File: config.mk
export PLATFORM = sky130hd
export DESIGN_NAME = dcc_command_frame_builder
export DESIGN_NICKNAME = d
export VERILOG_FILES = /design/src/rtl/core/dcc_pkg.sv /design/src/rtl/core/dcc_command_frame_builder.sv
export SDC_FILE = /design/constraint.sdc
export NUM_CORES = 1
export LEC_CHECK = 0
export BUFFER_PORTS_ARGS = -buffer_cell sky130_fd_sc_hd__buf_4
export CORE_ASPECT_RATIO = 0.9
export CORE_UTILIZATION = 30
export CTS_BUF_LIST = sky130_fd_sc_hd__clkbuf_4 sky130_fd_sc_hd__clkbuf_8
export CTS_CLUSTER_DIAMETER = 200
export CTS_CLUSTER_SIZE = 20
export DETAILED_ROUTE_END_ITERATION = 10
export SETUP_SLACK_MARGIN = 0.3
export SLEW_MARGIN = 10
export SYNTH_ARGS = -nofsm -noshare
export SYNTH_HDL_FRONTEND = slang
export SYNTH_SLANG_ARGS = --single-unit
File: constraint.sdc
create_clock -name clock -period 8.5 [get_ports clock]
set_clock_uncertainty 0.05 [all_clocks]
set_input_delay 1.275 -clock clock [delete_from_list [all_inputs] [get_ports clock]]
set_output_delay 1.275 -clock clock [all_outputs]
set_load 0.01 [all_outputs]
File: src/rtl/core/dcc_pkg.sv
// Package for the DCC command frame builder: command codes, frame constants and frame helpers.
`default_nettype none

package dcc_pkg;

   localparam int FRAME_W = 51;
   localparam int ADDR_W  = 8;
   localparam int DATA_W  = 32;
   localparam int PADDR_W = 3;

   typedef enum logic [2:0] {
      ACT_FORWARD = 3'd0,
      ACT_REVERSE = 3'd1,
      ACT_TOGGLE  = 3'd2,
      ACT_RESET   = 3'd3,
      ACT_RESEND  = 3'd4
   } action_type;

   // Register index of the decoder address.
   localparam logic [PADDR_W-3:0] REG_LOCO_ADDRESS = 1'b0;

   localparam logic [ADDR_W-1:0]  LOCO_ADDRESS_RESET = 8'd1;
   localparam logic [FRAME_W-1:0] LAST_FRAME_RESET   = 51'd1;

   localparam logic [22:0] LONG_PREAMBLE  = 23'h7FFFFF;
   localparam logic [13:0] SHORT_PREAMBLE = 14'h3FFF;
   localparam logic [FRAME_W-1:0] RESET_FRAME = {19'h7FFFF, 32'hF0000001};

   localparam logic [7:0] SPEED_FWD_LEAD = 8'h60;
   localparam logic [7:0] SPEED_REV_LEAD = 8'h40;
   localparam logic [7:0] GROUP_ONE_LEAD = 8'h80;
   localparam logic [7:0] GROUP_TWO_LOW_LEAD  = 8'hB0;
   localparam logic [7:0] GROUP_TWO_HIGH_LEAD = 8'hA0;
   localparam logic [7:0] EXPANSION_LEAD = 8'hDE;

   localparam logic [4:0] FN_LAST = 5'd20;

   // Address, one data byte and check byte behind a 23-bit preamble.
   function automatic logic [FRAME_W-1:0] build_three(input logic [7:0] adr,
                                                     input logic [7:0] data);
      logic [7:0] chk;
      chk = adr ^ data;
      return {LONG_PREAMBLE, 1'b0, adr, 1'b0, data, 1'b0, chk, 1'b1};
   endfunction

   // Address, two data bytes and check byte behind a 14-bit preamble.
   function automatic logic [FRAME_W-1:0] build_four(input logic [7:0] adr,
                                                    input logic [7:0] b1,
                                                    input logic [7:0] b2);
      logic [7:0] chk;
      chk = adr ^ b1 ^ b2;
      return {SHORT_PREAMBLE, 1'b0, adr, 1'b0, b1, 1'b0, b2, 1'b0, chk, 1'b1};
   endfunction

endpackage

`default_nettype wire

File: src/rtl/core/dcc_command_frame_builder.sv
// Top level of the DCC command frame builder.
//
//   channel  direction  handshake              word
//   req      in         req_valid / req_stall  action, speed_step, function_index
//   rsp      out        rsp_valid / rsp_stall  frame_bits, bad_request
//   csr      in/out     APB psel / penable     loco_address at byte address 0
//
// An accepted command waits in the input register until the result register can take it,
// and its result word is registered there before it leaves on the result side.
// One command is accepted every cycle while the result side keeps up. Function state
// and the last frame are updated when a command leaves the input register, so the next
// command sees them at once.
// The input stalls only when both registers are full and the result side stalls.
// Synchronous reset clears all valid bits and function state, and sets the last frame to 1.
`default_nettype none

module dcc_command_frame_builder (
   input  wire logic                         clock,
   input  wire logic                         reset,
   input  wire logic                         req_valid,
   output logic                              req_stall,
   input  wire logic [2:0]                   req_action,
   input  wire logic [4:0]                   req_speed_step,
   input  wire logic [4:0]                   req_function_index,
   output logic                              rsp_valid,
   input  wire logic                         rsp_stall,
   output logic [dcc_pkg::FRAME_W-1:0]       rsp_frame_bits,
   output logic                              rsp_bad_request,
   input  wire logic                         psel,
   input  wire logic                         penable,
   input  wire logic                         pwrite,
   input  wire logic [dcc_pkg::PADDR_W-1:0]  paddr,
   input  wire logic [dcc_pkg::DATA_W-1:0]   pwdata,
   output logic [dcc_pkg::DATA_W-1:0]        prdata,
   output logic                              pready
);

   logic [dcc_pkg::ADDR_W-1:0]  loco_address_ff;
   logic                        s1_valid_ff;
   logic [2:0]                  s1_action_ff;
   logic [4:0]                  s1_speed_step_ff;
   logic [4:0]                  s1_function_index_ff;
   logic                        rsp_valid_ff;
   logic [dcc_pkg::FRAME_W-1:0] rsp_frame_ff;
   logic                        rsp_bad_ff;

   logic [4:0]                  group_one_ff, group_one_in;
   logic [3:0]                  group_two_low_ff, group_two_low_in;
   logic [3:0]                  group_two_high_ff, group_two_high_in;
   logic [7:0]                  expansion_ff, expansion_in;
   logic [dcc_pkg::FRAME_W-1:0] last_frame_ff, last_frame_in;
   logic                        bad_in;

   logic advance;
   logic req_accept;
   logic csr_write;
   logic csr_hit;

   assign pready    = 1'b1;
   assign csr_hit   = (paddr[dcc_pkg::PADDR_W-1:2] == dcc_pkg::REG_LOCO_ADDRESS);
   assign csr_write = psel && penable && pwrite && pready && csr_hit;
   assign prdata    = csr_hit ? {{(dcc_pkg::DATA_W-dcc_pkg::ADDR_W){1'b0}}, loco_address_ff}
                              : '0;

   assign advance    = s1_valid_ff && (!rsp_valid_ff || !rsp_stall);
   assign req_stall  = s1_valid_ff && !advance;
   assign req_accept = req_valid && !req_stall;

   assign rsp_valid       = rsp_valid_ff;
   assign rsp_frame_bits  = rsp_frame_ff;
   assign rsp_bad_request = rsp_bad_ff;

   always_comb begin
      logic [7:0] speed_data;
      logic [4:0] fn;
      fn               = s1_function_index_ff;
      speed_data       = '0;
      group_one_in     = group_one_ff;
      group_two_low_in = group_two_low_ff;
      group_two_high_in = group_two_high_ff;
      expansion_in     = expansion_ff;
      last_frame_in    = last_frame_ff;
      bad_in           = 1'b0;
      case (s1_action_ff)
         dcc_pkg::ACT_FORWARD, dcc_pkg::ACT_REVERSE: begin
            speed_data = ((s1_action_ff == dcc_pkg::ACT_FORWARD) ? dcc_pkg::SPEED_FWD_LEAD
                                                                : dcc_pkg::SPEED_REV_LEAD)
                       | {3'b000, s1_speed_step_ff[0], s1_speed_step_ff[4:1]};
            last_frame_in = dcc_pkg::build_three(loco_address_ff, speed_data);
         end
         dcc_pkg::ACT_TOGGLE: begin
            case (fn) inside
               [5'd0:5'd4]: begin
                  // F0 sits above F4..F1 in the group byte.
                  if (fn == 5'd0) begin
                     group_one_in = group_one_ff ^ 5'b10000;
                  end else begin
                     group_one_in = group_one_ff ^ (5'd1 << (fn - 5'd1));
                  end
                  last_frame_in = dcc_pkg::build_three(loco_address_ff,
                                     dcc_pkg::GROUP_ONE_LEAD | {3'b000, group_one_in});
               end
               [5'd5:5'd8]: begin
                  group_two_low_in = group_two_low_ff ^ (4'd1 << (fn - 5'd5));
                  last_frame_in = dcc_pkg::build_three(loco_address_ff,
                                     dcc_pkg::GROUP_TWO_LOW_LEAD | {4'h0, group_two_low_in});
               end
               [5'd9:5'd12]: begin
                  group_two_high_in = group_two_high_ff ^ (4'd1 << (fn - 5'd9));
                  last_frame_in = dcc_pkg::build_three(loco_address_ff,
                                     dcc_pkg::GROUP_TWO_HIGH_LEAD | {4'h0, group_two_high_in});
               end
               [5'd13:dcc_pkg::FN_LAST]: begin
                  expansion_in = expansion_ff ^ (8'd1 << (fn - 5'd13));
                  last_frame_in = dcc_pkg::build_four(loco_address_ff,
                                     dcc_pkg::EXPANSION_LEAD, expansion_in);
               end
               default: begin
                  // Unknown function: keep state and resend the last frame.
                  bad_in = 1'b1;
               end
            endcase
         end
         dcc_pkg::ACT_RESET: begin
            last_frame_in = dcc_pkg::RESET_FRAME;
         end
         default: begin
            last_frame_in = last_frame_ff;
         end
      endcase
   end

   always_ff @(posedge clock) begin
      if (reset) begin
         loco_address_ff <= dcc_pkg::LOCO_ADDRESS_RESET;
      end else if (csr_write) begin
         loco_address_ff <= pwdata[dcc_pkg::ADDR_W-1:0];
      end
   end

   always_ff @(posedge clock) begin
      if (reset) begin
         s1_valid_ff <= 1'b0;
      end else if (req_accept) begin
         s1_valid_ff <= 1'b1;
      end else if (advance) begin
         s1_valid_ff <= 1'b0;
      end
   end

   always_ff @(posedge clock) begin
      if (req_accept) begin
         s1_action_ff         <= req_action;
         s1_speed_step_ff     <= req_speed_step;
         s1_function_index_ff <= req_function_index;
      end
   end

   always_ff @(posedge clock) begin
      if (reset) begin
         rsp_valid_ff      <= 1'b0;
         group_one_ff      <= '0;
         group_two_low_ff  <= '0;
         group_two_high_ff <= '0;
         expansion_ff      <= '0;
         last_frame_ff     <= dcc_pkg::LAST_FRAME_RESET;
      end else begin
         if (advance) begin
            rsp_valid_ff      <= 1'b1;
            group_one_ff      <= group_one_in;
            group_two_low_ff  <= group_two_low_in;
            group_two_high_ff <= group_two_high_in;
            expansion_ff      <= expansion_in;
            last_frame_ff     <= last_frame_in;
         end else if (!rsp_stall) begin
            rsp_valid_ff <= 1'b0;
         end
      end
   end

   always_ff @(posedge clock) begin
      if (advance) begin
         rsp_frame_ff <= last_frame_in;
         rsp_bad_ff   <= bad_in;
      end
   end

endmodule

`default_nettype wire

# After elaboration in Yosys (flattened, before gate mapping)
# Cells that the tools add are included.
word_totals:
  n_memories: 0
  ramBits: 0
  register_bits: 147
  latch_bits: 0
  output_inout_bits: 87
  rom_bits: 0
  wordCells: 89
  inputBits: 55
classes:
  n_reduce_logical: 24
  n_shift: 4
  eq_ne: 4
  n_lt_le_gt_ge: 8
  mul: 0
  muxes: 15
  bitwise_logic: 17
  addsub: 4
  n_div: 0
op_table:
  columns: ["operator", "n"]
  rows:
  - ["$mux 51", 4]
  - ["$pmux 51 s3", 1]
  - ["$xor 8x8->8", 5]
  - ["$mux 5", 3]
  - ["$ge 5x4->1 const B", 2]
  - ["$le 5x4->1 const B", 2]
  - ["$logic_and 1x1->1", 10]
  - ["$shl 1x5->4 const A", 2]
  - ["$sub 5x4->5 const B", 2]
  - ["$mux 8", 1]
  - ["$shl 1x5->8 const A", 1]
  - ["$xor 4x4->4", 2]
  - ["$xor 8x7->8", 1]
  - ["$or 7x5->7", 1]
  - ["$eq 3x2->1 const B", 2]
  - ["$mux 6", 1]
  - ["$not 1->1", 6]
  - ["$not 6->6", 1]
  - ["$reduce_and 6->1", 1]
  - ["$ge 5x1->1 const B", 1]
  - ["$ge 5x3->1 const B", 1]
  - ["$le 5x3->1 const B", 1]
  - ["$le 5x5->1 const B", 1]
  - ["$logic_not 5->1", 1]
  - ["other kinds (16)", 23]

# Depth between registers and ports, before layout
depth:
  depth_word: 9
  depth_mapped: 12
  mapped_depth_nobuf: 9

# Worst setup path before layout
# Ideal clock, no wire load.
synth_timing:
  path_kind: "input port to flip-flop"
  from: "in rsp_stall"
  to: "reg last_frame_ff[11] (netlist name)"
  arrival_time_ps: 3492
  required_ps: 8210
  setup_time_ps: 240
  path_stages: 5
  n_path_buf: 1
  path_slack_ps: 4718
  path_cell_list: "nand2_1 nand2_1 clkinv_1 clkbuf_1 a221oi_1"
synth_between:
  elab_chain_len: 3
synth_lines:
  columns: ["element", "line_no", "text"]
  rows:
  - ["from (decl)", "dcc_command_frame_builder.sv:26", "input wire logic rsp_stall,"]
  - ["$logic_not 1->1", null, null]
  - ["$logic_or 1x1->1", "dcc_command_frame_builder.sv:65", "assign advance = s1_valid_ff && (!rsp_valid_ff || !rsp_stall);"]
  - ["$logic_and 1x1->1", "dcc_command_frame_builder.sv:65", null]
  - ["net advance", "dcc_command_frame_builder.sv:54", "logic advance;"]
  - ["to (signal assigned)", "dcc_command_frame_builder.sv:166", "last_frame_ff <= dcc_pkg::LAST_FRAME_RESET;"]
  - ["to (signal assigned)", "dcc_command_frame_builder.sv:174", "last_frame_ff <= last_frame_in;"]
  - ["to (decl)", "dcc_command_frame_builder.sv:51", "logic [dcc_pkg::FRAME_W-1:0] last_frame_ff, last_frame_in;"]
# The timed path passes the listed nets, and every way through them passes these cells.
# A chain may end at the register's enable or synchronous reset.

# Worst setup path in the final report
layout_timing:
  from: "reg s1_function_index_ff[0]"
  to: "reg rsp_frame_ff (netlist bit rsp_frame_bits[10]), data pin"
layout_between:
  elab_chain_len: 8
  elab_cells_between_ends: 33
  classes_between: "add/sub (4); order compare (8); shift (4); mux (8); bitwise (4); reduce/logical (5)"
layout_lines:
  columns: ["element", "line_no", "text"]
  rows:
  - ["from (decl)", "dcc_command_frame_builder.sv:42", "logic [4:0] s1_function_index_ff;"]
  - ["from (signal assigned)", "dcc_command_frame_builder.sv:155", "s1_function_index_ff <= req_function_index;"]
  - ["$sub 5x4->5 / $sub 5x1->5 (equally long branches)", "dcc_command_frame_builder.sv:114, dcc_command_frame_builder.sv:98", null]
  - ["$shl 1x5->8 / $shl 1x5->5 (equally long branches)", "dcc_command_frame_builder.sv:114, dcc_command_frame_builder.sv:98", null]
  - ["$xor 8x8->8 / $xor 5x5->5 (equally long branches)", "dcc_command_frame_builder.sv:114, dcc_command_frame_builder.sv:98", null]
  - ["$mux 51 / $mux 5 (equally long branches)", "dcc_command_frame_builder.sv:92, dcc_command_frame_builder.sv:95", null]
  - ["$mux 51 / $mux 5 (equally long branches)", "dcc_command_frame_builder.sv:92", "case (fn) inside"]
  - ["$mux 51 / $mux 5 (equally long branches)", "dcc_command_frame_builder.sv:92, dcc_command_frame_builder.sv:84", null]
  - ["$mux 51 (*)", "dcc_command_frame_builder.sv:92", null]
  - ["$pmux 51 s3 (*)", "dcc_command_frame_builder.sv:84", "case (s1_action_ff)"]
  - ["net last_frame_in, one bit", "dcc_command_frame_builder.sv:51", null]
  - ["to (signal assigned)", "dcc_command_frame_builder.sv:183", "rsp_frame_ff <= last_frame_in;"]
  - ["to (decl)", "dcc_command_frame_builder.sv:44", "logic [dcc_pkg::FRAME_W-1:0] rsp_frame_ff;"]
# Mark *: on every way through the listed nets, which the timed path passes. The rest lies on a longest branch. The select of a mux whose other input is x is not followed.

==> out/metrics.cfg <==
[drt]
dr.pass1.iters=6
drt_iter0_markers=531
drc_errors=0
ant_nets=0
routed_via_density=5.16
wl_um=22800
dr_total_vias=6434
wl_per_cell_um=18.3

[floorplanning]
start_util_pct=30.8
die_w_um=172
core_um2=25300
die_y_um=155
pin_count=142
rows=55
dieArea_um2=26600

[yosys]
yosys_warnings=0
ys_ff_latch=147
yosys.area.top_type=edfxtp_1
synth-edff-count=65
avgSynthCellArea_um2=9.40
synth_cell_types=93
synth.top_cell.area_share_pct=25.1
synth_area_um2=7790
synth_area_leaders=edfxtp_1 (25%), dfxtp_1 (21%), nor2_1 (5.6%)
ys_async_sr_fraction_pct=0
yosysSeqAreaShare_pct=46.1
post_synth_inst_count=829
ys.flop_type=dfxtp_1

[worst_setup_path]
critPathLaunchType=register
worst-setup-path-type=reg2reg
required_ns=8.63
critPathArrivalTime_ns=4.13
path_max_fanout=22
worst_setup_path_end_kind=register

[placement]
place_inst=1214
io_buffers=90
routabilityCongestion=0.901
dp_hpwl_um=15800
placed_cell_area_um2=8620

[pwr]
vdd_drop_max_mv=0.0867
p_total_uw=1580
p_per_area_nw_per_um2=176
leakagePower_uw=0.00324

[run]
max_cap_viol_count=0

[global_route]
grt_usage_pct=17.5
antenna_found_initial=0
grt_pass1_wl_um=34700
overflow=0
grt_max_degree=75
grt_pass1_vias=5891

[clocking]
ctsResizeCount=0
ctsRootBufferMaster=clkbuf_8
clockBufferDepth=2
h-tree-depth=4
clk_latency_ns=0.46
cts_tree=yes
clock_sinks=147
path_clk_slew_ns=0.08
post_cts_buffers=0
cts_made_buffers=17
hold_buffers=0

[min_path]
hold_path.class=reg2reg

[layout]
final_nets=949
n_antenna_cell=0
design_area_um2=9020
final_cells=1246
area_delta_synth_final_pct=15.8
drive_gt1_share_pct=18.0

[sta]
clock.fmax_mhz=250
finalSetupTns_ns=0
slew_viol_final=0
post-route-period-util_pct=47.1
finalSetupViolations=0
worstMarginPinSlew_ns=1.01
whs_ns=0.397
fin_crit_ns=4.00
finalHoldViolCount=0
rsz0062_at_grt=no
slew_headroom_pct=32.1

[outcome]
run_status=finished clean

## state kept, by name, indices dropped and copies added (netlist names)
signal	cells
rsp_frame_bits	51
expansion_ff	8
group_one_ff	5
group_two_high_ff	4
rsp_valid	1
s1_action_ff	3
loco_address_ff	8
s1_valid_ff	1
s1_speed_step_ff	5
s1_function_index_ff	5
rsp_bad_request	1
last_frame_ff	51
group_two_low_ff	4
## metal layers
metal,wire length [µm],global-route usage (%)
met1,10800,25.0
met3,1370,3.46
met5,0,0
met2,10300,26.5
met4,296,5.01
## path summary, 6_finish.rpt
path                        end  slack [ns]               startpoint  cells past startpoint
min reg2reg    last_frame_ff[0]        0.40         last_frame_ff[0]                      1
max          rsp_frame_bits[10]        4.50  s1_function_index_ff[0]                      9
max reg2reg  rsp_frame_bits[10]        4.50  s1_function_index_ff[0]                      9
min            last_frame_ff[0]        0.40         last_frame_ff[0]                      1
## per-stage QoR
| stage | util [%] | worst slack (ns) |
|---|---|---|
| 6_report | 35.6 | 4.50 |
| 5_1_grt | 35.6 | 4.21 |
| 4_1_cts | 35.6 | 4.54 |
| 3_5_place_dp | 34.0 | 4.59 |
| 3_3_place_gp | 34.0 | 4.59 |
| 2_1_floorplan | - | 4.72 |
## area by class of cell
cell class / count / area, µm²
fill: 2590 / 16300
multi-input combinational: 616 / 3820
sequential: 147 / 3590
timing repair buffer: 97 / 728
tap: 342 / 428
clock buffer: 19 / 249
clock inverter: 13 / 159
inverter: 12 / 45.0
## critical path, stage by stage, from the launching register on
cell	delay, ns
edfxtp_1	0.82
inv_1	0.27
ha_1	0.44
xor2_1	0.22
nor3b_1	0.50
o2111ai_1	0.18
xor2_1	0.45
o22ai_1	0.14
a2111oi_0	0.53
nor2_1	0.12
## cells by family after synthesis
group           after synthesis  synth area share (%)
compound gates              213                  19.8
flops                       147                  46.1
buf+inv                      89                  5.97
other cells                   2                0.0964
xor+xnor                     50                  6.26
mux                           8                  1.09
simple gates                317                  20.2
fa+ha+maj                     3                 0.482
## where the power goes
part / internal [µW] / switching, µW / total (µW)
Combinational: 78.5 / 137 / 215
Sequential: 771 / 23.2 / 794
Clock: 296 / 280 / 575
## Yosys cell counts, drive strengths merged, types with 4 or more instances
master     n
nor4       7
a211oi     5
nor2b     15
nand2     65
mux2i      4
and2       8
xor2      22
o21a       8
xnor2     25
o31ai     10
mux2       4
nor3      17
or3       16
edfxtp    65
o22a       8
inv       10
o21ai     39
nand3b     4
o2bb2ai    5
buf       42
a211o      5
nand3     12
a221oi     8
or2        7
a311oi     4
o22ai     16
or4        6
and3       4
a31oi      6
nand2b    27
dfxtp     82
o211ai    12
a21oi     50
nor2     116
clkbuf    35
## cell usage in the layout, fill, tap and decap left out, types with 6 or more instances in the layout
master    netlist  layout
and2_1          8       8
nand3_1        12      12
or3_1          16      16
nand2b_1       27      27
a21oi_1        48      48
o22ai_1        15      15
nand2_1        65      65
o211ai_1       11      11
nor2_1        116     116
conb_1          2      25
a31oi_1         6       6
buf_4          27      97
nor3_1         15      15
dfxtp_1        82      82
nor4_1          6       6
o21a_1          8       8
xor2_1         22      22
edfxtp_1       65      65
nor2b_1        15      14
xnor2_1        24      24
o22a_1          8       8
clkbuf_8        0      17
inv_1           9       9
o21ai_0        34      34
o31ai_1         8       8
No activity file was read; power rests on OpenSTA's default activity.
